[config.mk]
export PLATFORM = sky130hd
export DESIGN_NAME = ole_cell
export DESIGN_NICKNAME = d
export VERILOG_FILES = /design/src/hw/rtl/ole_pkg.sv /design/src/hw/rtl/ole_cell.sv
export SDC_FILE = /design/constraint.sdc
export NUM_CORES = 1
export LEC_CHECK = 0
export BUFFER_PORTS_ARGS = -buffer_cell sky130_fd_sc_hd__clkbuf_2
export CORE_MARGIN = 5
export CORE_UTILIZATION = 35
export DETAILED_ROUTE_END_ITERATION = 6
export PLACE_DENSITY_LB_ADDON = 0.2
export SETUP_SLACK_MARGIN = 0.4
export SLEW_MARGIN = 10
export SYNTH_ARGS = -nofsm -noshare
export SYNTH_HDL_FRONTEND = slang
export SYNTH_SLANG_ARGS = --single-unit
[constraint.sdc]
create_clock -name clk -period 4.36 [get_ports clk]
set_input_delay 0.218 -clock clk [delete_from_list [all_inputs] [get_ports clk]]
set_output_delay 0.218 -clock clk [all_outputs]
set_load 0.01 [all_outputs]
[src/hw/rtl/ole_pkg.sv]
package ole_pkg;

  localparam logic [2:0] OP_FRONT  = 3'd0;
  localparam logic [2:0] OP_BACK   = 3'd1;
  localparam logic [2:0] OP_INSERT = 3'd2;
  localparam logic [2:0] OP_READ   = 3'd3;
  localparam logic [2:0] OP_FIND   = 3'd4;
  localparam logic [2:0] OP_DELETE = 3'd5;
  localparam logic [2:0] OP_CLEAR  = 3'd6;
  localparam logic [2:0] OP_SORT   = 3'd7;

  localparam logic [1:0] ST_OK       = 2'd0;
  localparam logic [1:0] ST_RANGE    = 2'd1;
  localparam logic [1:0] ST_FULL     = 2'd2;
  localparam logic [1:0] ST_NOTFOUND = 2'd3;

  localparam logic [1:0] CK_NONE = 2'd0;
  localparam logic [1:0] CK_INS  = 2'd1;
  localparam logic [1:0] CK_DEL  = 2'd2;
  localparam logic [1:0] CK_SORT = 2'd3;

  typedef struct packed {
    logic [1:0]  kind;
    logic        phase;
    logic        rd_mode;
    logic [31:0] value;
  } cell_cmd_t;

endpackage

[src/hw/rtl/ole_cell.sv]
module ole_cell
  import ole_pkg::*;
#(
  parameter int IDX = 0,
  parameter int AW  = 6,
  parameter int CW  = 7
) (
  input  logic          clk,
  input  cell_cmd_t     cmd,
  input  logic [AW-1:0] at,
  input  logic [CW-1:0] count,
  input  logic [31:0]   left_d,
  input  logic [31:0]   right_d,
  output logic [31:0]   data,
  output logic          hit
);

  localparam logic [CW:0] IDX_C  = (CW+1)'(IDX);
  localparam logic [AW:0] IDX_A  = (AW+1)'(IDX);
  localparam logic        IS_ODD = 1'(IDX % 2);

  logic [31:0] data_r;
  logic [31:0] data_nxt;
  logic        in_list;
  logic        pair_right_ok;
  logic        pair_left_ok;

  assign in_list       = IDX_C < {1'b0, count};
  assign pair_right_ok = (IDX_C + 1'b1) < {1'b0, count};
  assign pair_left_ok  = (IDX > 0) && in_list;

  always_comb begin
    data_nxt = data_r;
    case (cmd.kind)
      CK_INS: begin
        if (IDX_A > {1'b0, at}) data_nxt = left_d;
        else if (IDX_A == {1'b0, at}) data_nxt = cmd.value;
      end
      CK_DEL: begin
        if (IDX_A >= {1'b0, at}) data_nxt = right_d;
      end
      CK_SORT: begin
        if (IS_ODD == cmd.phase) begin
          if (pair_right_ok && ($signed(data_r) > $signed(right_d))) data_nxt = right_d;
        end else begin
          if (pair_left_ok && ($signed(left_d) > $signed(data_r))) data_nxt = left_d;
        end
      end
      default: data_nxt = data_r;
    endcase
  end

  always_ff @(posedge clk) begin
    data_r <= data_nxt;
  end

  assign data = data_r;
  assign hit  = in_list && (cmd.rd_mode ? (IDX_A == {1'b0, at}) : (data_r == cmd.value));

endmodule

* Word-level counts from Yosys, hierarchy flattened
Cells that the tools add are included.
** Word-level totals
- Register bits after elaboration :: 32
- Input bits :: 114
- Output and inout port bits :: 33
- Word-level logic and storage cells :: 24
** Operators by class
- Order comparisons :: 4
- Eq/ne operators :: 8
- Multiplexer cells :: 6
- Reductions and logical operators :: 5
** Operators by type and width (count)
- $mux 32 :: 4
- $pmux 32 s3 :: 1
- $eq 32x32->1 :: 1
- $gt 32x32->1 :: 1
- $lt 1x7->1 const A :: 2
- $ne 2x2->1 const B :: 4
- $ge 1x6->1 const A :: 1
- $logic_not 6->1 :: 1
- $reduce_and 5->1 :: 1
- $eq 2x2->1 const B :: 2
- $reduce_bool 3->1 :: 1
- $eq 2x1->1 const B :: 1
- $logic_and 1x1->1 :: 2
- $mux 1 :: 1

* Depth between registers and ports, before layout
- Depth after elaboration :: 5
- Mapped depth :: 8
- Depth with buffers taken out :: 8

* Worst setup path before layout
No wires, ideal clock.
- Path type :: register to register
- Start :: register data_r[14], in the netlist data[14]
- End :: register data_r[0], in the netlist data[0] (enable)
- Setup time :: 0.390 ns
- Arrival :: 2.511 ns
- Data required time :: 3.970 ns
- Path slack :: 1.460 ns
- Stages on the path, launching flop included :: 7
- Path buffers :: 0
- Clock period less this slack :: 2.900 ns
- Path through :: edfxtp_1 > ha_1 > nand4_1 > nor4_4 > a21oi_1 > a2111oi_0 > or3b_1
** Between the ends
- Cells in the longest elaborated chain, start to end :: 4
** Ends and longest elaborated chain
- start: declaration :: line ole_cell.sv:22 : logic [31:0] data_r;
- start signal: assignment :: line ole_cell.sv:54 : data_r <= data_nxt;
- $gt 32x32->1 :: line ole_cell.sv:44 : if (pair_right_ok && ($signed(data_r) > $signed(right_d))) data_nxt = right_d;
- $logic_and 1x1->1 :: line ole_cell.sv:44
- $ne 2x2->1 (no line)
- $reduce_and 5->1 (no line)
Every way passes these cells.
A chain may end at the register's enable or synchronous reset.

* Worst setup path after layout
- Start :: register data_r[14], in the netlist data[14]
- End :: register data_r[10], in the netlist data[10] (enable)
Same word-level chain as after synthesis.

==> results by group <==
Outcome
  • Outcome: finished clean

Logic synthesis
  • Asr flop ratio synth: 0%
  • Most frequent cells after synthesis: inv_1 (34), edfxtp_1 (32), ha_1 (32), mux2_2 (32), xor2_1 (28)
  • Sequential area share after synthesis: 36.8%
  • Syn_nets: 392
  • Syn avg cell area: 10.6 µm²
  • Unique masters post-synth: 30
  • Post-synth EDFFs: 32
  • Yosys top cell area share: 36.8%
  • Yosys warning total: 0
  • #FFs+latches synth: 32
  • Synth area leaders: edfxtp_1 (37%), ha_1 (15%), mux2_2 (14%), xor2_1 (9.4%), inv_1 (4.9%)
  • Post-synth top flop: edfxtp_1
  • Post-Syn Area: 2610 µm²
  • Cell taking the most area after synthesis: edfxtp_1
  • Most common cell in the netlist: inv_1
  • Syn Inst Count: 246

Global routing
  • Antenna violations before repair: 0
  • Total GRT Usage: 15.8%
  • Vias in the first global route: 2,315
  • First-pass GRT wire length: 11.1 mm
  • Grt total ovfl: 0
  • Largest net degree at the start of global routing: 35

Clock tree
  • CTS H-tree lvls: 2
  • CTS Buf Count: 5
  • CTS tree: yes
  • Post-CTS resize count: 0
  • Post-CTS setup buffer count: 0
  • Reg clk slew, reported paths: 70 ps
  • Clock sink total: 32
  • Clock Tree Root: clkbuf_8
  • Cts hold-fix bufs: 0
  • Clock Latency Late Sink: 290 ps
  • Clock buffer depth: 2

Floorplan
  • Top Ports: 147
  • DIE HEIGHT: 96.4 µm
  • Core ar.: 7250 µm²
  • Die extent in x: 96.4 µm
  • Cell row count: 31
  • Die area: 9300 µm²
  • Initial Utilization: 36.0%

Drt
  • Routed Wire Length: 7.19 mm
  • DR pass1 iterations: 4
  • Vias: 2,247
  • Drt drc: 0
  • Vias per Instance: 4.83
  • Drt initial violations: 53
  • Post-route ant nets: 0
  • WL/cell: 15.5 µm

STA
  • Minimum hold slack: 242 ps
  • Least-Margin Pin Slew: 633 ps
  • Final Setup Violations: 0
  • Final hold violations: 0
  • Fmax: 313 MHz
  • Layout Skew: 7.83 ps
  • Slew Limit Fails: 0
  • Worst slew margin: 57.8%
  • Min cycle time layout: 3190 ps
  • Worst Setup Slack, final: 1170 ps
  • Post-Route Setup TNS: 0 ps
  • Unrepaired setup endpoints after global routing: false
  • Final period utilization: 73.2%

Power and ir drop
  • Total power: 773 µW
  • Leakage: 1.63 nW
  • Pwr/cell area: 228 nW/µm²
  • Max IR drop VDD: 0.104 mV

Critical path
  • Setup crit end kind: register
  • R2r startpoint: data[14]$_DFFE_PP_
  • Setup crit start kind: register
  • Crit Path Class: register to register
  • Crit-path max FO: 20
  • R2R Path End: data[10]$_DFFE_PP_
  • Worst r2r path cells: 7
  • Critical Path AT: 3150 ps
  • Worst Path Required: 4320 ps
  • Worst R2R Setup Slack: 1170 ps

Place
  • Port-buffer cells: 114
  • Gp weighted congestion: 0.758
  • Placed Area: 3310 µm²
  • Setup WS pre-CTS: 1130 ps
  • Placed insts: 457
  • Placed wire-length estimate: 5.89 mm

Finish
  • Max FFs per register: 32
  • N_diodes: 0
  • Nets@finish: 511
  • Post-Layout Cell Count: 465
  • Share of cells above drive strength 1: 43.4%
  • Layout area overhead: 29.6%
  • Finished Core Util: 46.7%
  • Design area: 3390 µm²
  • Filler Cell Count: 734

Min path
  • Hold depth: 2
  • Hold EP: data[1]$_DFFE_PP_
  • Hold Crit Start: right_d[1]
  • Min-delay worst type: input pin to register

Flow run
  • Maximum capacitance violations: 0
worst max-delay path by stage:
stage | end | slack (ps) | from
floorplan | data[0]$_DFFE_PP_ | 1460 | data[14]$_DFFE_PP_
detailed placement | data[10]$_DFFE_PP_ | 1130 | data[14]$_DFFE_PP_
CTS | data[10]$_DFFE_PP_ | 1090 | data[14]$_DFFE_PP_
global route | data[3]$_DFFE_PP_ | 880 | data[14]$_DFFE_PP_
global placement | data[10]$_DFFE_PP_ | 1200 | data[14]$_DFFE_PP_
finish | data[10]$_DFFE_PP_ | 1170 | data[14]$_DFFE_PP_
where the power goes:
group	internal (mW)	total, mW	switching (mW)
Combinational	0.0891	0.180	0.0912
Sequential	0.353	0.362	0.00879
Clock	0.111	0.230	0.119
Total	0.554	0.773	0.219
cell usage in the layout, fill, tap and decap left out:
cell type	synthesis	layout
o31ai_2	1	1
edfxtp_1	32	32
nor2_1	9	9
inv_2	1	1
inv_1	34	34
a21oi_1	16	16
o211ai_1	1	1
buf_4	0	2
nor3_1	3	3
nand3_1	4	4
a221oi_1	1	1
nor4_4	1	1
clkbuf_8	0	5
clkbuf_2	0	114
ha_1	32	32
a211oi_1	1	1
clkinv_1	0	1
nor4_2	1	1
mux2_2	32	32
clkbuf_1	4	2
a31oi_1	1	1
nand2_1	10	10
a31o_2	1	1
o21ai_0	4	4
nand4_1	10	10
xnor2_1	5	5
a22oi_1	1	1
nor4_1	8	8
or4_4	1	1
a21o_1	1	1
xor2_1	28	28
and3b_1	1	1
or3b_1	1	1
a2111oi_0	1	1
metal layers:
layer / track usage [%] / up-vias / share of wire [%]
li1: - / 1130 / -
met3: 3.41 / 10 / 7.4
met1: 20.5 / 1031 / 44
met5: 0 / - / 0
met2: 26.2 / 76 / 47
met4: 5.14 / 0 / 1.1
cell families after synthesis:
family	count (synthesis)	synth area share, %
AO/OA/AOI/OAI	29	6.70
adder cells (fa/ha/maj)	32	15.3
XOR/XNOR	33	11.1
multiplexers	32	13.8
AND/OR/NAND/NOR	49	10.8
buffers and inverters	39	5.60
flip-flops	32	36.8
critical path, cell delays in order (launching register included):
cell and delay, ps:
edfxtp_1 430, ha_1 340, nand4_1 230, nor4_4 360, a21oi_1 110, a2111oi_0 380
or3b_1 580, buf_4 420
final cells by class:
cell class / instances / area (µm²) / area share, %
well taps: 99 / 124 / 3.66
repair buffers: 116 / 586 / 17.3
clock inverters: 1 / 3.75 / 0.111
clock buffers: 7 / 76.3 / 2.25
multi-input cells: 175 / 1510 / 44.5
flip-flops and latches: 32 / 961 / 28.4
inverters: 35 / 131 / 3.88
Note: power is estimated with default switching activity, not from simulation.
